`config.mk`:
```
export PLATFORM = sky130hd
export DESIGN_NAME = pdist_sq
export DESIGN_NICKNAME = d
export VERILOG_FILES = /design/src/hw/rtl/point_distance_2d_macros.svh /design/src/hw/rtl/pdist_pkg.sv /design/src/hw/rtl/pdist_sq.sv
export SDC_FILE = /design/constraint.sdc
export NUM_CORES = 2
export LEC_CHECK = 0
export ABC_AREA = 1
export BUFFER_PORTS_ARGS = -buffer_cell sky130_fd_sc_hd__buf_2
export CELL_PAD_IN_SITES_DETAIL_PLACEMENT = 2
export CELL_PAD_IN_SITES_GLOBAL_PLACEMENT = 2
export CORE_MARGIN = 1.5
export CORE_UTILIZATION = 25
export DETAILED_ROUTE_END_ITERATION = 8
export PLACE_DENSITY = 0.54
export SLEW_MARGIN = 20
export SYNTH_ARGS = -nofsm -noshare
export SYNTH_HDL_FRONTEND = slang
export SYNTH_SLANG_ARGS = --single-unit
```
`constraint.sdc`:
```
create_clock -name clk_i -period 7.56 [get_ports clk_i]
set_input_delay 1.89 -clock clk_i [delete_from_list [all_inputs] [get_ports clk_i]]
set_output_delay 1.89 -clock clk_i [all_outputs]
set_load 0.005 [all_outputs]
```
`src/hw/rtl/point_distance_2d_macros.svh`:
```
// Assertion macros for the point distance RTL; pdist_skid uses them.
// Every macro samples on clk_i and is disabled while rst_ni is low.
`ifndef POINT_DISTANCE_2D_MACROS_SVH
`define POINT_DISTANCE_2D_MACROS_SVH

// A property that holds at every clock edge outside reset.
`define PD_ASSERT(lbl, prop, msg) \
  lbl: assert property (@(posedge clk_i) disable iff (!rst_ni) (prop)) else $error(msg);

// A condition that must be followed in the next cycle by a consequence.
`define PD_ASSERT_NEXT(lbl, ante, cons, msg) \
  lbl: assert property (@(posedge clk_i) disable iff (!rst_ni) (ante) |=> (cons)) \
    else $error(msg);

`endif

```
`src/hw/rtl/pdist_pkg.sv`:
```
// Types shared by the point distance pipeline modules.
// No dependencies.
package pdist_pkg;

  // Control that travels beside the payload through every pipeline stage.
  typedef struct packed {
    logic valid;
    logic last;
  } pdist_tag_t;

  // Configuration register indexes.
  typedef enum logic [0:0] {
    CFG_QUERY_X = 1'b0,
    CFG_QUERY_Y = 1'b1
  } pdist_cfg_e;

endpackage

```
`src/hw/rtl/pdist_sq.sv`:
```
// Front end of the distance pipeline: absolute differences, squares and their sum.
// Three register stages. Depends on pdist_pkg.
module pdist_sq #(
  parameter int unsigned CW = 24
) (
  input  logic                   clk_i,
  input  logic                   rst_ni,
  input  logic                   en_i,
  input  pdist_pkg::pdist_tag_t  tag_i,
  input  logic [CW-1:0]          x_i,
  input  logic [CW-1:0]          y_i,
  input  logic [CW-1:0]          qx_i,
  input  logic [CW-1:0]          qy_i,
  output pdist_pkg::pdist_tag_t  tag_o,
  output logic [2*CW:0]          sum_o
);
  import pdist_pkg::*;

  logic [CW:0]     dx_s, dy_s, dx_neg, dy_neg;
  logic [CW-1:0]   dx_abs, dy_abs;
  logic [CW-1:0]   dx_q, dy_q;
  logic [2*CW-1:0] sqx_d, sqy_d, sqx_q, sqy_q;
  logic [2*CW:0]   sum_d, sum_q;
  pdist_tag_t      tag1_q, tag2_q, tag3_q;

  // Sign-extended differences are exact; their magnitude always fits CW bits.
  assign dx_s   = {x_i[CW-1], x_i} - {qx_i[CW-1], qx_i};
  assign dy_s   = {y_i[CW-1], y_i} - {qy_i[CW-1], qy_i};
  assign dx_neg = ~dx_s + {{CW{1'b0}}, 1'b1};
  assign dy_neg = ~dy_s + {{CW{1'b0}}, 1'b1};
  assign dx_abs = dx_s[CW] ? dx_neg[CW-1:0] : dx_s[CW-1:0];
  assign dy_abs = dy_s[CW] ? dy_neg[CW-1:0] : dy_s[CW-1:0];

  assign sqx_d = {{CW{1'b0}}, dx_q} * {{CW{1'b0}}, dx_q};
  assign sqy_d = {{CW{1'b0}}, dy_q} * {{CW{1'b0}}, dy_q};
  assign sum_d = {1'b0, sqx_q} + {1'b0, sqy_q};

  always_ff @(posedge clk_i or negedge rst_ni) begin
    if (!rst_ni) begin
      tag1_q <= '0;
      tag2_q <= '0;
      tag3_q <= '0;
    end else if (en_i) begin
      tag1_q <= tag_i;
      tag2_q <= tag1_q;
      tag3_q <= tag2_q;
    end
  end

  always_ff @(posedge clk_i) begin
    if (en_i) begin
      dx_q  <= dx_abs;
      dy_q  <= dy_abs;
      sqx_q <= sqx_d;
      sqy_q <= sqy_d;
      sum_q <= sum_d;
    end
  end

  assign tag_o = tag3_q;
  assign sum_o = sum_q;

endmodule

```
== Yosys cells after proc, flatten, opt, wreduce, memory -nomap -nowiden ==
Index checks and enable logic that the tools add are counted.

* Multiply operators: 2
* Muxes and demuxes: 2
* Bitwise operators: 2
* Add/subtract/negate cells: 5

{| class="wikitable"
|+ Operators with widths
! kind !! number
|-
| $mul A24 B24 Y48 || 2
|-
| $sub A24 B24 Y25 || 2
|-
| $add A48 B48 Y49 || 1
|-
| $add A24 B1 Y24 const B || 2
|-
| $mux W24 || 2
|-
| $not A24 Y24 || 2
|}

* Output and inout port bits: 51
* Bits in registers: 199
* Input port bits: 101

== Longest topological paths before layout ==
* Depth after elaboration: 4
* Depth in mapped cells: 29

== Worst setup path before layout ==
OpenSTA, ideal clock, no wires.

* Path type: register -> register
* Start point: register dy_q[2]
* End point: register sqy_q[38], data pin
* Arrival time: 6.134 ns
* Stages on the path, launching flop included: 27
* Path buffers: 1
* Required time: 7.308 ns
* Setup slack: 1.174 ns
* Period minus slack after synthesis: 6.386 ns
* Cell sequence: edfxtp_1 clkbuf_1 nand2_1 fa_1 inv_1 fa_1 inv_1 fa_1 inv_1 fa_1 inv_1 fa_1 inv_1 fa_1 inv_1 fa_1 inv_1 ha_1 nand2_1 nor2_1 nand2_1 o21ai_0 a21oi_1 o21bai_1 nand2_1 nand3_1 nand2_1

* Word-level cells in the longest chain between the ends: 1

{| class="wikitable"
|+ RTL lines
! element !! RTL line !! RTL
|-
| from (decl) || pdist_sq.sv:21 || <nowiki>logic [CW-1:0] dx_q, dy_q;</nowiki>
|-
| from (signal assigned) || pdist_sq.sv:53 || <nowiki>dy_q <= dy_abs;</nowiki>
|-
| $mul A24 B24 Y48 || pdist_sq.sv:35 || <nowiki>assign sqy_d = {{CW{1'b0}}, dy_q} * {{CW{1'b0}}, dy_q};</nowiki>
|-
| net sqy_d[38] || pdist_sq.sv:22 || <nowiki>logic [2*CW-1:0] sqx_d, sqy_d, sqx_q, sqy_q;</nowiki>
|-
| to (signal assigned) || pdist_sq.sv:55 || <nowiki>sqy_q <= sqy_d;</nowiki>
|-
| to (decl) || pdist_sq.sv:22 ||
|}

The timed path passes the listed nets, and every way through them passes these cells.
A chain may end at the register's enable or synchronous reset.

== Final worst setup path ==
* Start point: register dx_q[3]
* End point: register sqx_q[36], data pin

* Word-level cells in the longest chain between the ends: 1

{| class="wikitable"
|+ RTL lines
! element !! RTL line !! RTL
|-
| from (decl) || pdist_sq.sv:21 ||
|-
| from (signal assigned) || pdist_sq.sv:52 || <nowiki>dx_q <= dx_abs;</nowiki>
|-
| $mul A24 B24 Y48 || pdist_sq.sv:34 || <nowiki>assign sqx_d = {{CW{1'b0}}, dx_q} * {{CW{1'b0}}, dx_q};</nowiki>
|-
| net sqx_d[36] || pdist_sq.sv:22 ||
|-
| to (signal assigned) || pdist_sq.sv:54 || <nowiki>sqx_q <= sqx_d;</nowiki>
|-
| to (decl) || pdist_sq.sv:22 ||
|}

The timed path passes the listed nets, and every way through them passes these cells.

==> impl_metrics.toml <==
[worst_setup_path]
timing.critical_path.mode_cell = "fa_1"
critPathTopFamily = "adder cells"
cp_num_cells = 22
cp-end-kind = "flip-flop"
reg2reg_slack_ps = 340
worstReg2RegEnd = "sqx_q[36]"
crit_required_ps = 7910
worstSetupStartpoint = "dx_q[3]"
cpMaxStageDelayCell = "edfxtp_1"
critical_path_class = "reg -> reg"
ff2ff_path_depth = 22
arrival_ps = 7570
cp_cell_sequence = "buf_4 -> nand2_1 -> fa_1 -> inv_1 -> fa_1 -> inv_1 -> fa_1 -> inv_1 -> fa_1 -> fa_1 -> fa_1 -> fa_1 -> ha_1 -> nand2_1 -> o21ai_0 -> a21oi_1 -> nand2_1 -> a21oi_1 -> o21ai_0 -> nand2_1 -> nand2_1 -> xor2_1"
worst_setup_path_start_kind = "flip-flop"
critPathMaxStageDelay_ps = 830
r2r_start = "dx_q[3]"
path_buf_inv = 4
path_max_fanout = 13

[clock_network]
htreeDepth = 4
clkLatencyLatePin_ps = 550
clockRootBuffer = "clkbuf_16"
cts_tree = "built"
clk_path_buf_depth = 2
cts_buffers = 17
clock-sinks = 197
holdBufCountCts = 0
clkSlewWorstSetupHoldPaths_ps = 80

[cells_and_area]
finish.utilization_pct = 27.8
final.fill_count = 22000
n_antenna_cell = 0
area_growth_pct = 10.6
final_cell_area_um2 = 52800
fin_nets = 7514
drive_gt1_share_pct = 6.28

[yosys]
avgSynthCellArea_um2 = 8.01
synth_common_cells = "1774 x inv_1, 1317 x nand2_1, 846 x fa_1"
async_flop_share_pct = 3.05
synth_cell_types = 55
syn_nets = 7350
synth-seq-cells = 197
synth_area_um2 = 47700
seq_area_frac_synth_pct = 12.3
synthFlopType = "edfxtp_1"
synth_top_area_share_pct = 35.5
synthTopCellsByArea = "fa_1 36%, inv_1 14%, edfxtp_1 12%, ha_1 12%, nand2_1 10%"
synth-edff-count = 191
synth_cells = 5951
ys_warn_count = 0
synth.most_common_cell = "inv_1"
synth.largest_area_cell = "fa_1"

[grt]
grt_usage_pct = 17.1
grt_overflow = 0
grt_max_degree = 74
grt_first_pass_wirelength_um = 255000
antenna_found_initial = 2
grt_pass1_vias = 43600

[routing]
via_count = 37300
first_pass_iters = 5
vias_per_cell = 4.31
first_iter_violations = 1197
ant_nets = 0
drt_wl_total_um = 161000
drc_errors = 0
detail_route.wl_per_cell_um = 18.6

[flow_run]
drv_cap = 0

[floorplan]
initial_utilization_pct = 25.1
io-pin-count = 152
rows = 160
dieArea_um2 = 193000
die_w_um = 440
core_um2 = 190000
die_h_um = 440

[placed_design]
placed_cell_area_um2 = 51900
portBuffers = 151
gp_congestion = 0.806
place_hpwl_um = 144000

[timing]
tightestPinTransition_ps = 974
clock_skew_ps = 35.4
post-route-period-util_pct = 95.5
drv_slew = 0
tns_ps = 0
min_period_ps = 7220
finalHoldViolations = 0
hold_slack_ps = 506
fmax_ghz = 0.138
slew_headroom_pct = 35.1
rsz0062_at_grt = "false"
setup_violations = 0

[min_path]
whs_path_depth = 1
hp-start = "tag_o[1]"
hold_end = "tag_o[1]"
min_path_type = "reg -> reg"

[outcome]
status = "complete, no violations"
## through the flow
step / cells / setup slack, ps
after floorplan: 5951 / 1170
after global placement: 8596 / -92.0
after detailed placement: 8596 / -204
after CTS: 8628 / 35.0
after global routing: 8639 / 2.78
final: 8639 / 337
## cell type report
class | instances | area, um^2 | area share [%]
timing repair buffer | 253 | 1710 | 3.24
clock buffer | 19 | 433 | 0.821
clock inverter | 13 | 214 | 0.406
inverter | 1794 | 6740 | 12.8
sequential | 197 | 5890 | 11.2
multi-input combinational | 3852 | 34600 | 65.6
tap | 2511 | 3140 | 5.96
## state kept, by name (all words and copies together), names as in the netlist
| register | flops |
|---|---|
| tag_o | 2 |
| sum_o | 49 |
| dx_q | 24 |
| dy_q | 24 |
| tag1_q | 2 |
| sqy_q | 47 |
| sqx_q | 47 |
| tag2_q | 2 |
## cell usage in the layout (no fill, tap or decap), types with 8 or more instances in the layout
master     instances
nor4_1            16
a21o_1            26
nor2_2            18
buf_2            150
fa_1             846
buf_4             87
nand2_1         1317
xor2_1           115
inv_1           1774
o21bai_1          19
a21oi_1          198
o21a_1             9
a21oi_2            8
o21ai_0          102
clkbuf_16         17
nor2_1           298
nor3_1            28
nand3b_1           8
nand3_1          161
xnor2_1           65
nand4_1           33
ha_1             452
a31oi_1           38
nand2_2           30
o21ai_1           10
edfxtp_1         191
buf_12            14
inv_2             18
## kinds of logic after synthesis
group	count (synthesis)	synth area share [%]
muxes	2	0.0472
buffers and inverters	1902	15.0
adders and majority gates	1298	47.4
xor gates and xnor gates	181	3.34
and+or+nand+nor	1934	16.6
DFF	197	12.3
AOI/OAI and AO/OA	437	5.24
## per-layer routing
layer  wire (um)  up-vias  track usage [%]
met5          21        -                0
met4        2530        4             3.21
met3        2690       93             1.47
met2       77800      312             29.6
met1       77600    19000             23.3
li1            -    17800                -
## timing repair
item,4_1_cts,5_1_grt
hold endpoints to repair,0,0
setup buffers,0,11
resized for setup,3,3
setup endpoints to repair,6,12
## worst register-to-register path, delay by kind of cell, from the launching register on
| kind | cells | cell delay [ps] |
|---|---|---|
| compound gates | 4 | 1020 |
| xor+xnor | 1 | 220 |
| fa+ha+maj | 8 | 3810 |
| buf+inv | 4 | 570 |
| flops | 1 | 830 |
| simple gates | 5 | 620 |
## how the worst max path moves through the flow
stage	endpoint	slack, ps
detailed placement	sqy_q[23]	-200
finish	sqx_q[36]	340
global route	sqy_q[27]	3
global placement	sqy_q[39]	-90
floorplan	sqy_q[38]	1170
CTS	sqx_q[25]	40
Power is not shown: default switching activity piles up to over one toggle a cycle in this logic, so the estimate is an artifact.
