<file path="src/hw/rtl/point_distance_2d_macros.svh">
// Assertion macros for the point distance RTL; pdist_skid uses them.
// Every macro samples on clk_i and is disabled while rst_ni is low.
`ifndef POINT_DISTANCE_2D_MACROS_SVH
`define POINT_DISTANCE_2D_MACROS_SVH

// A property that holds at every clock edge outside reset.
`define PD_ASSERT(lbl, prop, msg) \
  lbl: assert property (@(posedge clk_i) disable iff (!rst_ni) (prop)) else $error(msg);

// A condition that must be followed in the next cycle by a consequence.
`define PD_ASSERT_NEXT(lbl, ante, cons, msg) \
  lbl: assert property (@(posedge clk_i) disable iff (!rst_ni) (ante) |=> (cons)) \
    else $error(msg);

`endif

</file>
<file path="src/hw/rtl/pdist_pkg.sv">
// Types shared by the point distance pipeline modules.
// No dependencies.
package pdist_pkg;

  // Control that travels beside the payload through every pipeline stage.
  typedef struct packed {
    logic valid;
    logic last;
  } pdist_tag_t;

  // Configuration register indexes.
  typedef enum logic [0:0] {
    CFG_QUERY_X = 1'b0,
    CFG_QUERY_Y = 1'b1
  } pdist_cfg_e;

endpackage

</file>
<file path="src/hw/rtl/pdist_skid.sv">
// Output register with a skid entry, so the input side sees a registered ready.
// Depends on pdist_pkg and the assertion macros.
`include "point_distance_2d_macros.svh"

module pdist_skid #(
  parameter int unsigned W = 27
) (
  input  logic         clk_i,
  input  logic         rst_ni,
  input  logic         in_valid_i,
  input  logic [W-1:0] in_data_i,
  output logic         in_ready_o,
  output logic         out_valid_o,
  output logic [W-1:0] out_data_o,
  input  logic         out_ready_i
);
  import pdist_pkg::*;

  logic         o_valid_q, o_valid_d;
  logic         sk_valid_q, sk_valid_d;
  logic [W-1:0] o_data_q, o_data_d;
  logic [W-1:0] sk_data_q, sk_data_d;
  logic         in_fire;

  assign in_ready_o = !sk_valid_q;
  assign in_fire    = in_valid_i && !sk_valid_q;

  always_comb begin
    o_valid_d  = o_valid_q;
    o_data_d   = o_data_q;
    sk_valid_d = sk_valid_q;
    sk_data_d  = sk_data_q;
    if (out_ready_i || !o_valid_q) begin
      if (sk_valid_q) begin
        o_valid_d  = 1'b1;
        o_data_d   = sk_data_q;
        sk_valid_d = 1'b0;
      end else begin
        o_valid_d = in_fire;
        o_data_d  = in_data_i;
      end
    end else if (in_fire) begin
      // The output is held, so the arriving transfer parks in the skid entry.
      sk_valid_d = 1'b1;
      sk_data_d  = in_data_i;
    end
  end

  always_ff @(posedge clk_i or negedge rst_ni) begin
    if (!rst_ni) begin
      o_valid_q  <= 1'b0;
      sk_valid_q <= 1'b0;
    end else begin
      o_valid_q  <= o_valid_d;
      sk_valid_q <= sk_valid_d;
    end
  end

  always_ff @(posedge clk_i) begin
    o_data_q  <= o_data_d;
    sk_data_q <= sk_data_d;
  end

  assign out_valid_o = o_valid_q;
  assign out_data_o  = o_data_q;

  `PD_ASSERT(a_skid_implies_out, !sk_valid_q || o_valid_q, "skid entry full with empty output")
  `PD_ASSERT_NEXT(a_park, o_valid_q && !out_ready_i && in_fire, sk_valid_q, "held transfer lost")
  `PD_ASSERT_NEXT(a_drain, sk_valid_q && out_ready_i, !sk_valid_q && o_valid_q, "skid not drained")

endmodule

</file>
<file path="config.mk">
export PLATFORM = sky130hd
export DESIGN_NAME = pdist_skid
export DESIGN_NICKNAME = d
export VERILOG_FILES = /design/src/hw/rtl/pdist_pkg.sv /design/src/hw/rtl/pdist_skid.sv
export VERILOG_INCLUDE_DIRS = /design/src /design/src/hw/rtl
export SDC_FILE = /design/constraint.sdc
export NUM_CORES = 1
export LEC_CHECK = 0
export ABC_AREA = 0
export BUFFER_PORTS_ARGS = -buffer_cell sky130_fd_sc_hd__clkbuf_2
export CORE_MARGIN = 2
export CORE_UTILIZATION = 25
export DETAILED_ROUTE_END_ITERATION = 10
export GPL_ROUTABILITY_DRIVEN = 1
export GPL_TIMING_DRIVEN = 0
export HOLD_SLACK_MARGIN = 0.02
export MAX_ROUTING_LAYER = met4
export PLACE_DENSITY = 0.47
export SETUP_SLACK_MARGIN = 0.3
export SLEW_MARGIN = 10
export SYNTH_ARGS = -nofsm -noshare
export SYNTH_HDL_FRONTEND = slang
export SYNTH_SLANG_ARGS = --single-unit
</file>
<file path="constraint.sdc">
create_clock -name clk_i -period 5.2 [get_ports clk_i]
set_clock_uncertainty 0.1 [all_clocks]
set_input_delay 0.52 -clock clk_i [delete_from_list [all_inputs] [get_ports clk_i]]
set_output_delay 0.52 -clock clk_i [all_outputs]
set_load 0.02 [all_outputs]
</file>
== Yosys cells after proc, flatten, opt, wreduce, memory -nomap -nowiden ==
Index checks and enable logic that the tools add are counted.

* Multiplexer cells: 4
* Bitwise gates (word level): 1
* Reductions and logical operators: 6

{| class="wikitable"
|+ Operators with widths
! kind !! count
|-
| 27-bit 2-to-1 mux || 1
|-
| 1-bit 2-to-1 mux || 3
|-
| 1-bit zero test || 2
|-
| 2-bit AND reduction || 1
|-
| 2-bit nonzero test || 1
|-
| 1-bit logical AND || 1
|-
| 1-bit logical OR || 1
|-
| 1-bit inverter || 1
|}

* Register bits after elaboration: 56
* Bits of input ports: 31
* Logic and storage cells: 15

== Depth between registers and ports, before layout ==
Gate-level depths: netlist of run 1.

* Word-level depth: 4
* Gate-level depth with buffers: 3

== Least setup slack after synthesis of run 1 ==
No wires, ideal clock.

* Kind: input-to-reg
* From: input out_ready_i
* To: register sk_data_q[0] (enable)
* Setup time: 0.451 ns
* Data arrival time: 3.353 ns
* Required time: 4.649 ns
* Path slack: 1.297 ns
* Cell stages on the path: 2
* Path buffers: 0
* Path through: nand2b_1 -> nor3b_1

* Cells in the longest elaborated chain, start to end: 3

{| class="wikitable"
|+ RTL lines
! element !! line !! source
|-
| start, declared || pdist_skid.sv:15 || <nowiki>input logic out_ready_i</nowiki>
|-
| 1-bit logical OR || pdist_skid.sv:33 || <nowiki>if (out_ready_i || !o_valid_q) begin</nowiki>
|-
| 1-bit inverter (no line) || n/a ||
|-
| 2-bit AND reduction (no line) || n/a ||
|-
| end signal, assigned || pdist_skid.sv:61 || <nowiki>sk_data_q <= sk_data_d;</nowiki>
|-
| end, declared || pdist_skid.sv:22 || <nowiki>logic [W-1:0] sk_data_q, sk_data_d;</nowiki>
|}

No other way between the ends.
A chain may end at the register's enable or synchronous reset.

== Final worst setup path of run 1 ==
* From: input out_ready_i
* To: register sk_data_q[19] (enable)

The elaborated chain is that of the path after synthesis.

==> results.sh, run 1 <==
export IMPL_leakagePower_nw=1.10
export IMPL_worstSetupPathType="in2reg"
export IMPL_rows=33
export IMPL_drv_slew=0
export IMPL_final_net_count=193
export IMPL_synthTopCellsByArea="edfxtp_1 (76%), mux2_4 (19%), dfrtp_1 (2.3%), buf_6 (1.6%), nor2_1 (0.35%)"
export IMPL_die_x_um=96.5
export IMPL_tns_ns=0
export IMPL_layout_common_cells="clkbuf_2 (59), edfxtp_1 (54), mux2_4 (27)"
export IMPL_yosysTopAreaCell="edfxtp_1"
export IMPL_ys_seq_area_share_pct=78.1
export IMPL_wl_um=3640
export IMPL_gp_congestion=0.618
export IMPL_min_path_cells=1
export IMPL_pwr_share_comb_pct=13.3
export IMPL_cp_arrival_ns=2.18
export IMPL_ctsRootBufferMaster="clkbuf_8"
export IMPL_startpoint_type="primary input"
export IMPL_first_global_vias=1130
export IMPL_vias=1052
export IMPL_r2r_end="sk_data_q[19]"
export IMPL_ys_seq_elements=56
export IMPL_synth_top_cell_area_share_pct=75.8
export IMPL_cap_violations=0
export IMPL_power_frac_seq_pct=57.9
export IMPL_r2r_slack_ns=2.96
export IMPL_status="complete, no violations"
export IMPL_hold_viol=0
export IMPL_syn_inst=92
export IMPL_tightest_slew_ns=0.760
export IMPL_power_mw=0.936
export IMPL_drc=0
export IMPL_die_h_um=96.5
export IMPL_crit_path_end_kind="register"
export IMPL_drive_gt1_share_pct=61.3
export IMPL_drtIter0Drc=14
export IMPL_setup_ws_ns=2.94
export IMPL_r2r_cells=4
export IMPL_synth_warnings=0
export IMPL_cts_buffers=5
export IMPL_grt_pass1_wl_um=5550
export IMPL_min_to="sk_data_q[11]"
export IMPL_worstPathMaxFanout=30
export IMPL_antenna_found_initial=0
export IMPL_p_clk_share_pct=28.8
export IMPL_slew_headroom_pct=49.3
export IMPL_p_per_area_nw_per_um2=344
export IMPL_cts_sinks=56
export IMPL_cts_tree="done"
export IMPL_synth_compound_area_share_pct=0
export IMPL_htree_num_levels=2
export IMPL_finalSetupViolations=0
export IMPL_synth_distinct_cells=9
export IMPL_synthSimpleGateAreaFrac_pct=1.17
export IMPL_grt_max_degree=31
export IMPL_num_io_pins=60
export IMPL_synth_adder_area_share_pct=0
export IMPL_dp_slack_ns=2.52
export IMPL_placed_cell_area_um2=2610
export IMPL_final_area_um2=2720
export IMPL_timing_fmax_mhz=442
export IMPL_initial_core_util_pct=25.9
export IMPL_min_period_ns=2.26
export IMPL_final_common_cell="clkbuf_2"
export IMPL_p_switching_mw=0.206
export IMPL_antenna_left=0
export IMPL_synthMuxAreaShare_pct=18.9
export IMPL_diodes=0
export IMPL_wl_per_cell_um=13.6
export IMPL_ir_worst_vdd_mv=0.144
export IMPL_synthXorXnorAreaFrac_pct=0
export IMPL_clk_pin_slew_worst_paths_ns=0.09
export IMPL_regToRegStartpoint="out_valid_o"
export IMPL_synthesis_area_um2=2140
export IMPL_cts_setup_buffers=0
export IMPL_p_int_mw=0.731
export IMPL_grt_usage_pct=8.30
export IMPL_syn_nets=123
export IMPL_routed_via_density=3.93
export IMPL_place_hpwl_um=2730
export IMPL_swShare_pct=22.0
export IMPL_clock_path_buffers=2
export IMPL_rsz0062_at_grt="false"
export IMPL_synth_top_family_by_area="multiplexers"
export IMPL_dieArea_um2=9310
export IMPL_cp_data_required_time_ns=5.12
export IMPL_portBuffers=59
export IMPL_drt_pass1_iterations=4
export IMPL_hold_path_class="in2reg"
export IMPL_gr_total_overflow=0
export IMPL_core_area_um2=8260
export IMPL_clk_latency_ns=0.29
export IMPL_syn_to_final_growth_pct=27.3
export IMPL_min_from="in_data_i[11]"
export IMPL_synth_area_per_cell_um2=23.3
export IMPL_finalCritPeriodShare_pct=43.6
[timing repair]
| item | in CTS | in global routing |
|---|---|---|
| hold buffers | 1 | 0 |
| gates resized for setup | 0 | 0 |
| endpoints found under the hold margin | 2 | 0 |
[stage by stage]
| stage | hold WS (ns) | util (%) | instances |
|---|---|---|---|
| floorplan | 0.124 | - | 92 |
| global placement | 0.208 | 31.1 | 256 |
| detailed placement | 0.209 | 31.6 | 259 |
| CTS | 0.299 | 33.0 | 268 |
| global route | 0.293 | 33.0 | 268 |
| finish | 0.311 | 33.0 | 268 |
[worst max-delay path by stage]
stage                      from       endpoint  cells after the start
global placement    out_ready_i   sk_data_q[2]                      3
finish              out_ready_i  sk_data_q[19]                      5
CTS                 out_ready_i  sk_data_q[19]                      5
global route        out_valid_o  sk_data_q[21]                      4
floorplan           out_ready_i   sk_data_q[0]                      2
detailed placement  out_ready_i  sk_data_q[20]                      5
[cells in the mapped netlist (all sizes together)]
master   n
edfxtp  54
dfrtp    2
nand2b   1
nor2     2
mux2    27
inv      1
nor3b    1
nand2    1
buf      3
[logic make-up (layout without fill, tap and decap cells)]
group	Yosys count	count (layout)
flip-flops	56	56
multiplexers	27	27
AND/OR/NAND/NOR	5	5
buffers and inverters	4	75
[registers in the layout (all words and copies together), names as in the netlist]
register	count
sk_data_q	27
out_valid_o	1
sk_valid_q	1
out_data_o	27
[power by group through the flow]
stage	Combinational [mW]	Sequential (mW)	Clock (mW)
finish	0.125	0.542	0.270
global route	0.135	0.546	0.300
CTS	0.128	0.543	0.284
detailed placement	0.127	0.553	0
global placement	0.121	0.553	0
floorplan	0.0521	0.579	0
[routing by layer]
metal | track usage, % | part of all wire (%) | vias up
li1 | - | - | 495
met1 | 9.10 | 39 | 516
met2 | 14.6 | 53 | 36
met3 | 2.25 | 6.2 | 5
met4 | 2.82 | 1.4 | 0
met5 | - | 0 | -
[worst max-delay path, cell delays in order]
cell and delay [ns]:
clkbuf_2 0.08, nand2b_2 0.53, nor3b_2 0.68, buf_6 0.22, buf_6 0.14
[cell type report]
type	instances	area, um^2
clock buffers	5	68.8
flip-flops and latches	56	1670
fillers	835	5530
well taps	105	131
plain buffers	3	33.8
inverters	1	3.75
repair buffers	63	339
clock inverters	3	37.5
multi-input cells	32	438
(Power assumes the default switching activity.)
==> inputs of run 2 (changes only) <==
--- a/config.mk
+++ b/config.mk
@@ -15,7 +15,7 @@
 export GPL_TIMING_DRIVEN = 0
 export HOLD_SLACK_MARGIN = 0.02
 export MAX_ROUTING_LAYER = met4
-export PLACE_DENSITY = 0.47
+export PLACE_DENSITY = 0.49
 export SETUP_SLACK_MARGIN = 0.3
 export SLEW_MARGIN = 10
 export SYNTH_ARGS = -nofsm -noshare
==> constraint.sdc (replaced) <==
create_clock -name clk_i -period 2.05 [get_ports clk_i]
set_clock_uncertainty 0.1 [all_clocks]
set_input_delay 0.205 -clock clk_i [delete_from_list [all_inputs] [get_ports clk_i]]
set_output_delay 0.205 -clock clk_i [all_outputs]
set_load 0.02 [all_outputs]
==> run 2 against run 1 <==
Compared with the run above:
- core utilization increased by 3.3 points
- critical path depth down 2
- sequential power rose to 2.5 times the previous value
- worst setup slack worse by 2.5 ns
- critical endpoint is now sk_data_q[18]
- largest power group unchanged
- highest routed layer unchanged
==> results.sh, run 2 (synthesized netlist as in run 1, its figures left out) <==
export IMPL_status="complete, no violations"
export IMPL_p_switching_mw=0.560
export IMPL_clk_latency_ns=0.30
export IMPL_place_hpwl_um=2740
export IMPL_rows=33
export IMPL_multi_input_area_um2=449
export IMPL_min_period_ns=1.64
export IMPL_cts_tree="done"
export IMPL_p_int_mw=1.78
export IMPL_diodes=0
export IMPL_leakagePower_nw=1.21
export IMPL_worst_path_buf_inv=1
export IMPL_htree_num_levels=2
export IMPL_portBuffers=59
export IMPL_syn_to_final_growth_pct=40.1
export IMPL_grt_max_degree=31
export IMPL_drtIter0Drc=22
export IMPL_tightest_slew_ns=0.442
export IMPL_crit_path_end_kind="register"
export IMPL_cp_arrival_ns=1.55
export IMPL_final_instance_count_excl_fill=296
export IMPL_clock_path_buffers=2
export IMPL_cts_buffers=5
export IMPL_ir_worst_vdd_mv=0.225
export IMPL_pwr_share_comb_pct=15.6
export IMPL_hold_viol=0
export IMPL_hold_ws_ns=0.0980
export IMPL_max_stage_delay_ns=0.40
export IMPL_antenna_left=0
export IMPL_final_common_cell="clkbuf_2"
export IMPL_met2_usage_pct=15.9
export IMPL_vias=1146
export IMPL_worstPathMaxFanout=30
export IMPL_initial_core_util_pct=25.9
export IMPL_slew_headroom_pct=70.5
export IMPL_cp_data_required_time_ns=1.96
export IMPL_met1_usage_pct=10.2
export IMPL_core_area_um2=8260
export IMPL_rsz0062_at_grt="false"
export IMPL_setup_ws_ns=0.415
export IMPL_swShare_pct=24.0
export IMPL_antenna_found_initial=0
export IMPL_hold_path_class="in2async"
export IMPL_grt_pass1_wl_um=6060
export IMPL_wl_per_cell_um=13.4
export IMPL_cts_sinks=56
export IMPL_final_net_count=221
export IMPL_dieArea_um2=9310
export IMPL_die_x_um=96.5
export IMPL_power_frac_seq_pct=58.8
export IMPL_finalSetupViolations=0
export IMPL_first_global_vias=1220
export IMPL_final_area_um2=3000
export IMPL_timing_fmax_mhz=611
export IMPL_startpoint_type="register"
export IMPL_p_per_area_nw_per_um2=780
export IMPL_critPathLaunch="out_valid_o"
export IMPL_cpLargestDelayFamily="simple AND/OR/NAND/NOR gates"
export IMPL_gp_congestion=0.705
export IMPL_critPathSlowestCell="dfrtp_2"
export IMPL_regToRegStartpoint="out_valid_o"
export IMPL_ctsRootBufferMaster="clkbuf_8"
export IMPL_top_usage_layer="met2"
export IMPL_placed_cell_area_um2=2610
export IMPL_filler_cell_count=811
export IMPL_finalCritPeriodShare_pct=79.8
export IMPL_num_io_pins=60
export IMPL_cap_violations=0
export IMPL_drive_gt1_share_pct=53.4
export IMPL_routed_via_density=3.87
export IMPL_fin_util_pct=36.3
export IMPL_cts_resized=0
export IMPL_drv_slew=0
export IMPL_die_h_um=96.5
export IMPL_clk_pin_slew_worst_paths_ns=0.10
export IMPL_tns_ns=0
export IMPL_placed_cells=258
export IMPL_path_cells="nand2b_4, nor3b_4, buf_4"
export IMPL_grt_usage_pct=9.13
export IMPL_layout_common_cells="clkbuf_2 (59), edfxtp_1 (54), dlygate4sd3_1 (29)"
export IMPL_use_met3_pct=1.86
export IMPL_worstSetupPathType="reg2reg"
export IMPL_p_clk_share_pct=25.7
export IMPL_seq_area_um2=1670
export IMPL_drc=0
export IMPL_gr_total_overflow=0
export IMPL_dp_slack_ns=0.189
export IMPL_drt_pass1_iterations=3
export IMPL_wl_um=3950
export IMPL_power_mw=2.34
run 2: power groups by stage:
stage                     Clock (mW)  Sequential [mW]  Combinational (mW)
after floorplan                    0             1.47               0.137
after global placement             0             1.40               0.312
after detailed placement           0             1.40               0.326
after CTS                      0.627             1.38               0.372
after global routing           0.671             1.38               0.391
final                          0.600             1.37               0.364
run 2: repair_timing:
action / CTS / global route
setup buffers: 1 / 0
setup endpoints to repair: 21 / 0
hold buffers: 29 / 0
endpoints found under the hold margin: 30 / 0
run 2: layout make-up:
type | count | share of cell area (%)
multi-input cells | 32 | 15.0
inverters | 1 | 0.125
well taps | 105 | 4.38
clock inverters | 2 | 0.459
flip-flops and latches | 56 | 55.8
repair buffers | 91 | 20.7
clock buffers | 6 | 2.42
plain buffers | 3 | 1.13
run 2: worst paths after layout:
check,to,slack (ns),cells past startpoint
worst max-delay path,sk_data_q[18],0.41,3
worst max register to register,sk_data_q[18],0.41,3
min in group clk_i,out_valid_o,0.39,3
max in group asynchronous,out_valid_o,1.65,2
worst min register to register,out_data_o[19],0.46,1
worst min-delay path,out_valid_o,0.1,2
run 2: routing by layer:
layer	vias to the layer above	routed length (um)
met3	5	200
li1	553	-
met5	-	0
met4	0	58
met1	553	1660
met2	35	2030
