===== src/hw/rtl/point_distance_2d_macros.svh =====
// Assertion macros for the point distance RTL; pdist_skid uses them.
// Every macro samples on clk_i and is disabled while rst_ni is low.
`ifndef POINT_DISTANCE_2D_MACROS_SVH
`define POINT_DISTANCE_2D_MACROS_SVH

// A property that holds at every clock edge outside reset.
`define PD_ASSERT(lbl, prop, msg) \
  lbl: assert property (@(posedge clk_i) disable iff (!rst_ni) (prop)) else $error(msg);

// A condition that must be followed in the next cycle by a consequence.
`define PD_ASSERT_NEXT(lbl, ante, cons, msg) \
  lbl: assert property (@(posedge clk_i) disable iff (!rst_ni) (ante) |=> (cons)) \
    else $error(msg);

`endif


===== src/hw/rtl/pdist_pkg.sv =====
// Types shared by the point distance pipeline modules.
// No dependencies.
package pdist_pkg;

  // Control that travels beside the payload through every pipeline stage.
  typedef struct packed {
    logic valid;
    logic last;
  } pdist_tag_t;

  // Configuration register indexes.
  typedef enum logic [0:0] {
    CFG_QUERY_X = 1'b0,
    CFG_QUERY_Y = 1'b1
  } pdist_cfg_e;

endpackage


===== src/hw/rtl/pdist_sqrt_step.sv =====
// One stage of the restoring square root: settles one result bit per stage.
// Depends on pdist_pkg.
module pdist_sqrt_step #(
  parameter int unsigned RW   = 25,
  parameter int unsigned STEP = 0
) (
  input  logic                   clk_i,
  input  logic                   rst_ni,
  input  logic                   en_i,
  input  pdist_pkg::pdist_tag_t  tag_i,
  input  logic [2*RW-1:0]        rem_i,
  input  logic [2*RW-1:0]        res_i,
  input  logic                   last_i,
  output pdist_pkg::pdist_tag_t  tag_o,
  output logic [2*RW-1:0]        rem_o,
  output logic [2*RW-1:0]        res_o
);
  import pdist_pkg::*;

  localparam int unsigned NW = 2 * RW;
  // Weight of the trial bit, a power of four that falls by a factor of four each stage.
  localparam logic [NW-1:0] TBIT = {{(NW-1){1'b0}}, 1'b1} << (2 * (RW - 1 - STEP));

  logic [NW:0]   trial;
  logic          fits;
  logic [NW-1:0] rem_d, res_d, rem_q, res_q;
  pdist_tag_t    tag_d, tag_q;

  assign trial = {1'b0, res_i} + {1'b0, TBIT};
  assign fits  = {1'b0, rem_i} >= trial;

  always_comb begin
    tag_d      = tag_i;
    tag_d.last = last_i;
    if (fits) begin
      rem_d = rem_i - trial[NW-1:0];
      res_d = (res_i >> 1) + TBIT;
    end else begin
      rem_d = rem_i;
      res_d = res_i >> 1;
    end
  end

  always_ff @(posedge clk_i or negedge rst_ni) begin
    if (!rst_ni) begin
      tag_q <= '0;
    end else if (en_i) begin
      tag_q <= tag_d;
    end
  end

  always_ff @(posedge clk_i) begin
    if (en_i) begin
      rem_q <= rem_d;
      res_q <= res_d;
    end
  end

  assign tag_o = tag_q;
  assign rem_o = rem_q;
  assign res_o = res_q;

endmodule


===== config.mk =====
export PLATFORM = sky130hd
export DESIGN_NAME = pdist_sqrt_step
export DESIGN_NICKNAME = d
export VERILOG_FILES = /design/src/hw/rtl/point_distance_2d_macros.svh /design/src/hw/rtl/pdist_pkg.sv /design/src/hw/rtl/pdist_sqrt_step.sv
export SDC_FILE = /design/constraint.sdc
export NUM_CORES = 1
export LEC_CHECK = 0
export BUFFER_PORTS_ARGS = -buffer_cell sky130_fd_sc_hd__buf_2
export CORE_ASPECT_RATIO = 0.9
export CORE_MARGIN = 2
export CORE_UTILIZATION = 50
export CTS_CLUSTER_SIZE = 10
export DETAILED_ROUTE_END_ITERATION = 16
export MAX_ROUTING_LAYER = met4
export PLACE_DENSITY = 0.89
export RECOVER_POWER = 50
export SKIP_LAST_GASP = 1
export SLEW_MARGIN = 20
export SYNTH_ARGS = -nofsm -noshare
export SYNTH_HDL_FRONTEND = slang
export SYNTH_SLANG_ARGS = --single-unit

===== constraint.sdc =====
create_clock -name clk_i -period 1.9 [get_ports clk_i]
set_clock_uncertainty 0.05 [all_clocks]
set_input_delay 0.285 -clock clk_i [delete_from_list [all_inputs] [get_ports clk_i]]
set_output_delay 0.285 -clock clk_i [all_outputs]
set_load 0.02 [all_outputs]

== After elaboration in Yosys (flattened, before gate mapping) ==
Cells that the tools add are included.

* Input port bits: 106
* Bits in registers: 102
* Logic and storage cells: 11
* Output and inout port bits: 102

* Order comparisons: 1
* $add $sub $neg: 3
* Multiplexer cells: 2

{| class="wikitable"
|+ Operators by type and width
! cell !! number
|-
| $add A50 B49 Y51 const B || 1
|-
| $ge A50 B51 Y1 || 1
|-
| $add A49 B49 Y50 const B || 1
|-
| $mux W50 || 1
|-
| $sub A50 B50 Y50 || 1
|-
| $mux W49 || 1
|}

== Longest topological paths before layout ==
Gate-level depths: netlist of the first run.

* Depth in word-level cells: 3
* Gate-level depth with buffers: 12
* Depth with buffers taken out: 12

== Least setup slack after synthesis of the first run ==
No wires, ideal clock.

* Path kind: input to register
* Start point: input port res_i[6]
* End point: register rem_q[44], in the netlist rem_o[44], data pin
* Setup time: 0.260 ns
* Setup slack: -1.179 ns
* Required time: 1.590 ns
* Buffers on the path: 1
* Stages on the path: 11
* Arrival time: 2.769 ns
* Path through: inv_1 > ha_1 > a21o_1 > or3_1 > o211ai_2 > o211ai_2 > o2111ai_2 > nand3b_2 > a211oi_4 > buf_6 > mux2_2

* Longest elaborated chain between the ends: 3
* Elaborated cells between the ends (all ways): 4
* Classes of those cells: add/sub: 2; order compare: 1; mux: 1

{| class="wikitable"
|+ Ends and longest elaborated chain
! what !! RTL line !! RTL
|-
| from (decl) || pdist_sqrt_step.sv:12 || <nowiki>input logic [2*RW-1:0] res_i,</nowiki>
|-
| $add A50 B49 Y51 (*) || pdist_sqrt_step.sv:29 || <nowiki>assign trial = {1'b0, res_i} + {1'b0, TBIT};</nowiki>
|-
| $sub A50 B50 Y50 / $ge A50 B51 Y1 (equally long branches) || pdist_sqrt_step.sv:36, pdist_sqrt_step.sv:30 ||
|-
| $mux W50 (*) || pdist_sqrt_step.sv:35 || <nowiki>if (fits) begin</nowiki>
|-
| net rem_d[44] || pdist_sqrt_step.sv:26 || <nowiki>logic [NW-1:0] rem_d, res_d, rem_q, res_q;</nowiki>
|-
| to (signal assigned) || pdist_sqrt_step.sv:54 || <nowiki>rem_q <= rem_d;</nowiki>
|-
| to (decl) || pdist_sqrt_step.sv:26 ||
|}

Mark *: on every way through the listed nets, which the timed path passes. The rest lies on a longest branch.
A chain may end at the register's enable or synchronous reset.

== Final worst setup path of the first run ==
* Start point: input port res_i[6]
* End point: register rem_q[48], in the netlist rem_o[48], data pin

The elaborated chain is that of the path after synthesis.

==> impl_results.md, run 1 <==
* Synth top area share at 43.35%
* 1st-iter DRT viols at 474
* R2R Path Start: tag_o[1]$_DFFE_PN0P_
* P_leak at 0.004899 uW
* Synth Warn # at 0
* Outcome: finished with violations
* Yosys reg bits at 102
* Core area at 13460 um2
* Finish-stage setup viols at 52
* Critical Path RT at 1960 ps
* P per Cell Area at 746.2 nW/um2
* Grt total ovfl at 0
* Worst slew pin tran at 1559 ps
* Placement Rows at 40
* Fin crit period at 2848 ps
* Clock slew at reported path FFs at 80 ps
* Max-cap violations at 1
* R2r setup slk at 1110 ps
* Post-layout util at 77.38%
* Main synth FF type: edfxtp_1
* Initial antenna violation count at 0
* Number of remaining DRC errors at 0
* Synthesized instance count at 655
* Detail Route Antenna Nets at 0
* Wire length per cell at 18.68 um
* Routed Wire Length at 23050 um
* FFs w/ async S/R, synth at 1.961%
* Initial Util at 51.45%
* Max stage delay cell, worst path: or3_4
* Max_slew headroom at -3.924%
* CP Cell Sequence: buf_8, inv_4, ha_4, a21o_1, or3_4, o211ai_2, o211ai_2, o2111ai_4, nand3b_4, a211oi_4, buf_6, buf_6, clkbuf_16, mux2_2
* DIE AREA at 14810 um2
* Arrival @ worst endpoint at 2910 ps
* GRT Overall Usage at 29.34%
* Part of the cycle the worst path needs at 149.9%
* Post-place setup slack at -1524 ps
* Cell Area, Synth at 6927 um2
* Nets at 1219
* Num CTS Buffers at 9
* Diode count at 0
* CP Launch Point: res_i[6]
* Leading post-synthesis cells by cell area: edfxtp_1 43%, ha_1 9.2%, mux2_2 6.8%
* Overall power at 7774 uW
* Area Growth Syn to Fin at 50.40%
* Share of post-route cells with drive strength above 1 at 48.03%
* Die Span X at 128.1 um
* Max-slew violations at 26
* Hold WC Path Type: input pin to flop
* Max rail drop VDD at 0.6685 mV
* RSZ-0062 raised after global routing: yes
* Vias in the first global route at 6797
* # clock sinks at 102
* Most frequent cells in the layout: 201 x buf_4, 179 x buf_2, 100 x edfxtp_1
* Root buffer cell: clkbuf_16
* Via density per instance at 5.752
* Peak Freq at 0.3511 GHz
* Violated checks: capacitance limit, slew limit, setup timing
* Netlist cell types at 57
* Worst setup SP type: input pin
* Port bufs at 206
* Cell taking the most area after synthesis: edfxtp_1
* Crit path buf inv count at 5
* CTS tree: yes
* DR vias at 7098
* Dpl hpwl at 16030 um
* Number of H-tree levels at 3
* Largest net degree at the start of global routing at 47
* CP max stage delay at 340 ps
* Critical path class: input pin to flop
* Fin. Hold Viols at 0
* Die height at 115.7 um
* # IOs at 208
* Worst-path fanout max at 5
* Worst-skew pair later-pin latency at 350 ps
* Post-Synthesis Net Count at 813
* Final WS setup at -947.9 ps
* Placer Congestion at 0.9694
* Crit end category: flop
* Post-synth EDFFs at 100
* Syn_area_per_cell at 10.58 um2
* Cell family with the largest share of critical-path delay: compound AO/OA/AOI/OAI gates
* Worst min-delay path startpoint: res_i[16]
* DRT Pass-1 Iters at 7
* First-pass GRT wire length at 32750 um
* Leading cell type in the layout, fill and taps excluded: buf_4
* Worst-case clock buffer depth at 2
* Sequential area share after synthesis at 44.08%
path summary, 6_finish.rpt:
path | end | cells past startpoint
worst max-delay path | rem_o[48]$_DFFE_PP_ | 14
worst min-delay path | res_o[15]$_DFFE_PP_ | 1
worst max register to register | tag_o[1]$_DFFE_PN0P_ | 1
worst min register to register | tag_o[0]$_DFFE_PN0P_ | 1
max in group asynchronous | tag_o[1]$_DFFE_PN0P_ | 2
min in group asynchronous | tag_o[0]$_DFFE_PN0P_ | 2
final cells by class:
cell class / count / area, um2
Clock buffer: 10 / 229.0
Clock inverter: 6 / 47.55
Fill cell: 848 / 3045
Inverter: 62 / 235.2
Multi-Input combinational cell: 465 / 3864
Sequential cell: 102 / 3053
Tap cell: 168 / 210.2
Timing Repair Buffer: 421 / 2779
layer usage:
metal	global-route usage [%]	wire [um]	share of wire, %
met2	50.87	11580	50
met5	-	0	0
met1	35.25	9099	39
met4	10.55	841	3.6
met3	4.155	1529	6.6
logic make-up after synthesis:
logic type / count (synthesis) / synth area share [%]
AO/OA/AOI/OAI: 179 / 17.11
buffers and inverters: 88 / 5.365
XOR/XNOR: 45 / 5.690
AND/OR/NAND/NOR: 137 / 9.863
flip-flops: 102 / 44.08
adder cells (fa/ha/maj): 52 / 9.501
multiplexers: 52 / 8.400
power breakdown:
part	total (uW)	switching, uW	internal (uW)
clock	1780	886	897
combinational	3150	1650	1500
sequential	2840	66.8	2780
total	7770	2610	5170
per-stage QoR:
stage	TNS, ps	instances	area [um2]	hold slack, ps
floorplan	-53410	655	7008	-60.59
global placement	-61560	1196	9583	20.08
detailed placement	-65510	1196	9583	23.17
CTS	-39340	1228	10250	37.06
global route	-50650	1234	10420	33.08
finish	-45840	1234	10420	40.25
Yosys cell counts, types with 6 or more instances:
library cell  instances
edfxtp_1            100
inv_1                62
a21oi_1              59
ha_1                 51
mux2_2               42
nand2_1              42
o21ai_0              27
xor2_1               26
a21o_1               25
nor2_1               24
xnor2_1              19
clkbuf_1             18
nand3_1              14
nand4_1              12
o21bai_1             12
nor3_1               11
a31oi_1               7
mux2_1                7
o31ai_1               7
and3_1                6
registers in the layout, indices dropped and copies added (netlist names):
signal,flops
rem_o,50
tag_o,2
res_o,50
repair_timing:
action,CTS,global route
hold endpoints to repair,2,0
setup endpoints to repair,52,52
pin swaps,10,10
cloned,3,1
buffers inserted,12,5
hold buffers,1,0
gates resized for setup,48,29
(Power assumes the default switching activity.)
==> run 2, diff against run 1 <==
--- a/config.mk
+++ b/config.mk
@@ -5,6 +5,7 @@
 export SDC_FILE = /design/constraint.sdc
 export NUM_CORES = 1
 export LEC_CHECK = 0
+export ABC_AREA = 1
 export BUFFER_PORTS_ARGS = -buffer_cell sky130_fd_sc_hd__buf_2
 export CORE_ASPECT_RATIO = 0.9
 export CORE_MARGIN = 2
@@ -12,7 +13,7 @@
 export CTS_CLUSTER_SIZE = 10
 export DETAILED_ROUTE_END_ITERATION = 16
 export MAX_ROUTING_LAYER = met4
-export PLACE_DENSITY = 0.89
+export PLACE_DENSITY = 0.87
 export RECOVER_POWER = 50
 export SKIP_LAST_GASP = 1
 export SLEW_MARGIN = 20
==> impl_results.md, run 2 <==
* Outcome: finished with violations
* Violated checks: setup timing
* Synth top area share at 35.69% (-7.7 points)
* Max_slew headroom at 74.25% (+78 points)
* Main synth FF type: edfxtp_1
* Worst slew pin tran at 386.2 ps (-1173 ps)
* Mux share of post-synthesis cell area at 0.2677% (-8.1 points)
* Top sig layer: met4
* GRT Overall Usage at 37.78% (+8.4 points)
* Worst-case clock buffer depth at 2 (unchanged)
* Die height at 127.1 um (+9.9%)
* Max-slew violations at 0 (-100%)
* CP max stage delay at 270 ps (-70 ps)
* Clock slew at reported path FFs at 70 ps (about the same)
* Nets at 1799 (+48%)
* Critical Path RT at 1970 ps (about the same)
* Grt total ovfl at 0 (unchanged)
* Commonest cells post-synth: 462 x nand2_1, 286 x inv_1, 100 x edfxtp_1
* First-pass GRT wire length at 50510 um (+54%)
* Most common cell on crit path: nand2_2
* Synth Area in XOR/XNOR at 3.019% (-2.7 points)
* Leading post-synthesis cells by cell area: edfxtp_1 36%, nand2_1 21%, inv_1 13%
* Part of the cycle the worst path needs at 111.5% (-38 points)
* Via density per instance at 5.463 (-5.0%)
* Post-synth EDFFs at 100 (unchanged)
* Netlist cell types at 33 (-42%)
* Peak Freq at 0.4718 GHz (+34%)
* Syn_area_per_cell at 6.790 um2 (-36%)
* Fin. Hold Viols at 0 (unchanged)
* Count leader, synth: nand2_1
* Metal-1 WL at 14200 um (+56%)
* Worst setup SP type: input pin
* Area Growth Syn to Fin at 53.51%
* Yosys reg bits at 102 (unchanged)
* Core area at 16300 um2 (+21%)
* Initial Util at 51.63% (+0.18 points)
* Worst-skew pair later-pin latency at 360 ps (about the same)
* Placer Congestion at 0.9501 (-2.0%)
* Finished Layout Cells at 1853 (+50%)
* Overall power at 8715 uW (+12%)
* Synth Area in Adders at 7.823% (-1.7 points)
* Sequential area share after synthesis at 36.29% (-7.8 points)
* Leading cell type in the layout, fill and taps excluded: nand2_1
* Root buffer cell: clkbuf_16
* P per Cell Area at 674.8 nW/um2 (-9.6%)
* Diode count at 0 (unchanged)
* Post-Place Cells at 1808 (+51%)
* Number of remaining DRC errors at 0 (unchanged)
* CP Cell Sequence: buf_2, ha_4, nand2_2, nand2_2, nand2_2, nand2_2, nand2_2, nand2_2, nand2_2, nand2_2, a21oi_4, nand3_4, buf_12, buf_12, buf_12, nand3_2, nand2_2
* Die Span X at 140.7 um (+9.9%)
* Routed Wire Length at 35560 um (+54%)
* FFs w/ async S/R, synth at 1.961% (unchanged)
* Critical path class: input pin to flop
* DIE AREA at 17880 um2 (+21%)
* Largest family of logic cells by synthesized area: simple AND/OR/NAND/NOR gates
* CTS tree: yes
* P_leak at 0.006699 uW (+37%)
* Num CTS Buffers at 9 (unchanged)
* DR WL met2 at 16610 um (+43%)
* RSZ-0062 raised after global routing: yes
* Arrival @ worst endpoint at 2190 ps (-720 ps)
* Post-synthesis compound-gate area fraction at 4.224% (-13 points)
* Number of H-tree levels at 3 (unchanged)
* Post-synthesis simple-gate area fraction at 34.13% (+24 points)
* Cell taking the most area after synthesis: edfxtp_1
* Hold WC Path Type: input pin to flop
* Max stage delay cell, worst path: ha_4
* Dpl hpwl at 25350 um (+58%)
* # clock sinks at 102 (unchanged)
* Fin crit period at 2119 ps (-728.6 ps)
* Cell Area, Synth at 8413 um2 (+21%)
* Max rail drop VDD at 0.4586 mV (-31%)
* Wire length per cell at 19.19 um (+2.8%)
* Max-cap violations at 0 (-1)
* Finish-stage setup viols at 52 (unchanged)
* Largest net degree at the start of global routing at 54 (+15%)
* Crit end category: flop
* Post-place setup slack at -711.9 ps (+812.3 ps)
* Synth Warn # at 0 (unchanged)
* Final WS setup at -219.3 ps (+728.6 ps)
* DR vias at 10120 (+43%)
* Placement Rows at 44 (+10%)
* Initial antenna violation count at 0 (unchanged)
* 1st-iter DRT viols at 1014 (+110%)
* DRT Pass-1 Iters at 8 (+1)
* Synthesized instance count at 1239 (+89%)
* Filler cell count at 1045 (+23%)
* Share of post-route cells with drive strength above 1 at 40.95% (-7.1 points)
* # IOs at 208 (unchanged)
* WL met3 at 3106 um (+100%)
* Worst-path fanout max at 7 (+2)
* Port bufs at 206 (unchanged)
* Vias in the first global route at 9556 (+41%)
* Most frequent cells in the layout: 387 x nand2_1, 250 x inv_1, 193 x buf_2
* Detail Route Antenna Nets at 0 (unchanged)
* Post-Synthesis Net Count at 1397 (+72%)
## run 2: path summary, 6_finish.rpt
kind | depth (start not counted) | start | slack (ps) | end
max in group asynchronous | 2 | rst_ni | 1520 | tag_o[1]$_DFFE_PN0P_
max | 17 | rem_i[20] | -220 | rem_o[28]$_DFFE_PP_
min reg2reg | 1 | tag_o[0]$_DFFE_PN0P_ | 470 | tag_o[0]$_DFFE_PN0P_
max reg2reg | 1 | tag_o[1]$_DFFE_PN0P_ | 1070 | tag_o[1]$_DFFE_PN0P_
min | 1 | res_i[14] | 50 | res_o[13]$_DFFE_PP_
min in group asynchronous | 2 | rst_ni | 180 | tag_o[0]$_DFFE_PN0P_
## run 2: where the power goes
part           leakage (uW)  internal, uW  total, uW  switching, uW
clock network      0.000145          1040       1960            928
registers           0.00100          2790       2870           77.9
logic               0.00555          1610       3880           2270
## run 2: timing repair
| action | CTS | global route |
|---|---|---|
| endpoints found under the setup margin | 52 | 52 |
| endpoints found under the hold margin | 2 | 0 |
| cloned | 6 | 2 |
| gates resized for setup | 99 | 128 |
| setup buffers | 13 | 11 |
| hold buffers | 1 | 0 |
| pin swaps | 29 | 47 |
## run 2: cell families after synthesis
| family | count (synthesis) |
|---|---|
| AND/OR/NAND/NOR | 679 |
| adder cells (fa/ha/maj) | 52 |
| flip-flops | 102 |
| multiplexers | 2 |
| AO/OA/AOI/OAI | 65 |
| XOR/XNOR | 29 |
| buffers and inverters | 310 |
## run 2: metal layers
layer	track usage (%)	vias up
li1	-	4633
met1	47.44	4671
met2	62.87	663
met3	6.372	156
met4	11.88	0
met5	-	-
## run 2: worst max-delay path: cells and delay by family
kind	cells	cell delay [ps]
buf+inv	4	580
simple gates	11	860
fa+ha+maj	1	270
compound gates	1	170
## run 2: per-stage QoR
| stage | TNS (ps) | hold WS, ps | instance area (um2) | utilization, % |
|---|---|---|---|---|
| 2_1_floorplan | -6982 | -60.59 | 9051 | - |
| 4_1_cts | -2932 | 43.99 | 12490 | 76.66 |
| 3_5_place_dp | -27370 | 24.06 | 11590 | 71.15 |
| 5_1_grt | -9673 | 36.99 | 12910 | 79.25 |
| 3_3_place_gp | -23090 | 19.16 | 11590 | 71.15 |
| 6_report | -7712 | 48.96 | 12910 | 79.25 |
## run 2: layout make-up
| class | instances | area [um2] | area share (%) |
|---|---|---|---|
| Clock buffer | 10 | 229.0 | 1.773 |
| Inverter | 296 | 1119 | 8.661 |
| Timing Repair Buffer | 405 | 2865 | 22.19 |
| Sequential cell | 102 | 3053 | 23.64 |
| Multi-Input combinational cell | 827 | 5321 | 41.20 |
| Tap cell | 207 | 259.0 | 2.005 |
| Clock inverter | 6 | 68.82 | 0.5328 |
==> run 3, diff against run 2 <==
--- a/config.mk
+++ b/config.mk
@@ -15,6 +15,7 @@
 export MAX_ROUTING_LAYER = met4
 export PLACE_DENSITY = 0.87
 export RECOVER_POWER = 50
+export SETUP_SLACK_MARGIN = 0.1
 export SKIP_LAST_GASP = 1
 export SLEW_MARGIN = 20
 export SYNTH_ARGS = -nofsm -noshare
==> constraint.sdc (replaced) <==
create_clock -name clk_i -period 2.45 [get_ports clk_i]
set_clock_uncertainty 0.05 [all_clocks]
set_input_delay 0.3675 -clock clk_i [delete_from_list [all_inputs] [get_ports clk_i]]
set_output_delay 0.3675 -clock clk_i [all_outputs]
set_load 0.02 [all_outputs]
==> impl_results.md, run 3 (synthesis results as in run 2) <==
* Outcome: finished clean
* DIE AREA at 17880 um2 (unchanged)
* Finish-stage setup viols at 0 (-100%)
* GRT Overall Usage at 31.81% (-6.0 points)
* Num CTS Buffers at 9 (unchanged)
* Vias in the first global route at 8288 (-13%)
* CTS tree: yes
* # clock sinks at 102 (unchanged)
* Clock power frac at 23.9% (+1.4 points)
* Overall power at 5803 uW (-33%)
* Most frequent cells in the layout: 461 x nand2_1, 286 x inv_1, 178 x buf_2
* Die Span X at 140.7 um (unchanged)
* Grt total ovfl at 0 (unchanged)
* Sequential power share at 38.2% (+5.3 points)
* R2R Path End: tag_o[0]$_DFFE_PN0P_
* Via density per instance at 4.972 (-9.0%)
* Area Growth Syn to Fin at 29.61%
* Fin. Hold Viols at 0 (unchanged)
* Worst-case clock buffer depth at 2 (unchanged)
* Initial antenna violation count at 0 (unchanged)
* Leading cell type in the layout, fill and taps excluded: nand2_1
* Critical Path RT at 2500 ps (+530 ps)
* Fin crit period at 2268 ps
* Dpl hpwl at 23270 um (-8.2%)
* Port bufs at 206 (unchanged)
* Largest net degree at the start of global routing at 53 (-1.9%)
* Max stage delay cell, worst path: ha_1
* Diode count at 0 (unchanged)
* Clock slew at reported path FFs at 80 ps (about the same)
* Arrival @ worst endpoint at 2320 ps (+130 ps)
* Core area at 16300 um2 (unchanged)
* Crit end category: flop
* DR vias at 8870 (-12%)
* Worst-path fanout max at 26 (+19)
* Hold WC Path Type: input pin to flop
* Finished Layout Cells at 1784 (-3.7%)
* Initial Util at 51.63% (unchanged)
* Share of post-route cells with drive strength above 1 at 22.83% (-18 points)
* R2R Path Start: tag_o[0]$_DFFE_PN0P_
* Placement Cell Area at 10620 um2 (-8.4%)
* Placement Rows at 44 (unchanged)
* P_leak at 0.006109 uW (-8.8%)
* CP max stage delay at 340 ps (+70 ps)
* Worst slew pin tran at 865.8 ps (+479.7 ps)
* Number of remaining DRC errors at 0 (unchanged)
* Switching Share at 36.50% (-1.1 points)
* Number of H-tree levels at 3 (unchanged)
* Peak Freq at 0.4409 GHz
* R2r setup slk at 1640 ps (+570 ps)
* First-pass GRT wire length at 42740 um (-15%)
* Critical path class: input pin to flop
* P per Cell Area at 532.2 nW/um2 (-21%)
* CP Cell Sequence: clkbuf_1, inv_1, ha_1, nand2_1, nor2_1, inv_1, nor2_2, nand2_1, nor2_1, nand2_2, buf_4, nand4_1, nand2_1
* Final Instance Area at 10900 um2 (-16%)
* Max_slew headroom at 42.28% (-32 points)
* # IOs at 208 (unchanged)
* Post-layout util at 66.91% (-12 points)
* DRT Pass-1 Iters at 5 (-3)
* Worst min-delay path startpoint: res_i[38]
* 1st-iter DRT viols at 604 (-40%)
* Hold endpoint: res_o[37]$_DFFE_PP_
* Worst-skew pair later-pin latency at 340 ps (-20 ps)
* Routed Wire Length at 28050 um (-21%)
* FF-to-FF path depth at 1 (unchanged)
* Placer Congestion at 0.9583 (+0.86%)
* Wire length per cell at 15.73 um (-18%)
* Max rail drop VDD at 0.4557 mV (-0.62%)
* Worst setup SP type: input pin
* Comb power frac at 37.9% (-6.6 points)
* Most common cell on crit path: nand2_1
* Part of the cycle the worst path needs at 92.57%
* Worst Hold Path Cells at 1 (unchanged)
* Nets at 1730 (-3.8%)
* RSZ-0062 raised after global routing: yes
* NetSw at 2118 uW (-35%)
* Root buffer cell: clkbuf_16
* Detail Route Antenna Nets at 0 (unchanged)
* Die height at 127.1 um (unchanged)
* Post-Place Cells at 1765 (-2.4%)
* Max-slew violations at 0 (unchanged)
* Max-cap violations at 0 (unchanged)
* Cell internal pwr at 3685 uW (-32%)
==> run 3: critical path: cells and delay by family <==
| family | cells | cell delay, ps |
|---|---|---|
| AND/OR/NAND/NOR | 8 | 1020 |
| buffers and inverters | 4 | 570 |
| adder cells (fa/ha/maj) | 1 | 340 |
==> run 3: routing by layer <==
metal / vias up / wire, um / track usage, %
li1: 4470 / - / -
met1: 4013 / 13020 / 43.93
met4: 0 / 323 / 5.118
met5: - / 0 / -
met2: 363 / 12740 / 51.85
met3: 24 / 1973 / 3.673
==> run 3: metrics by stage <==
stage | hold WS, ps | setup TNS [ps] | setup slack (ps)
3_3_place_gp | 101.3 | -5241 | -153.7
6_report | 150.2 | 0 | 182.0
4_1_cts | 142.9 | 0 | 153.2
2_1_floorplan | 21.91 | 0 | 147.2
5_1_grt | 141.0 | 0 | 50.83
3_5_place_dp | 106.2 | -8297 | -213.2
==> run 3: layout make-up <==
cell class	instances	area, um2
sequential	102	3053
multi-input combinational	827	4190
timing repair buffer	336	2018
clock buffer	9	225.2
clock inverter	7	47.55
fill	1466	5391
inverter	296	1111
tap	207	259.0
==> run 3: worst max-delay path by stage <==
stage | slack [ps] | cells past startpoint | start | to
6_report | 180 | 13 | res_i[19] | rem_o[30]$_DFFE_PP_
5_1_grt | 50 | 15 | res_i[19] | rem_o[42]$_DFFE_PP_
4_1_cts | 150 | 13 | res_i[34] | rem_o[12]$_DFFE_PP_
3_5_place_dp | -210 | 13 | res_i[34] | rem_o[12]$_DFFE_PP_
3_3_place_gp | -150 | 13 | res_i[34] | rem_o[18]$_DFFE_PP_
2_1_floorplan | 150 | 13 | res_i[48] | rem_o[49]$_DFFE_PP_
==> run 3: power by group through the flow <==
stage	Clock (uW)	Sequential (uW)	Combinational (uW)
CTS	1390	2220	2160
detailed placement	0	2250	2150
global placement	0	2240	2100
finish	1390	2220	2200
global route	1460	2230	2410
floorplan	0	2520	995
==> run 3: timing repair <==
action	4_1_cts	5_1_grt
hold endpoints to repair	2	0
gates resized for setup	0	10
hold buffers	1	0
setup endpoints to repair	0	51
buffers inserted	0	1
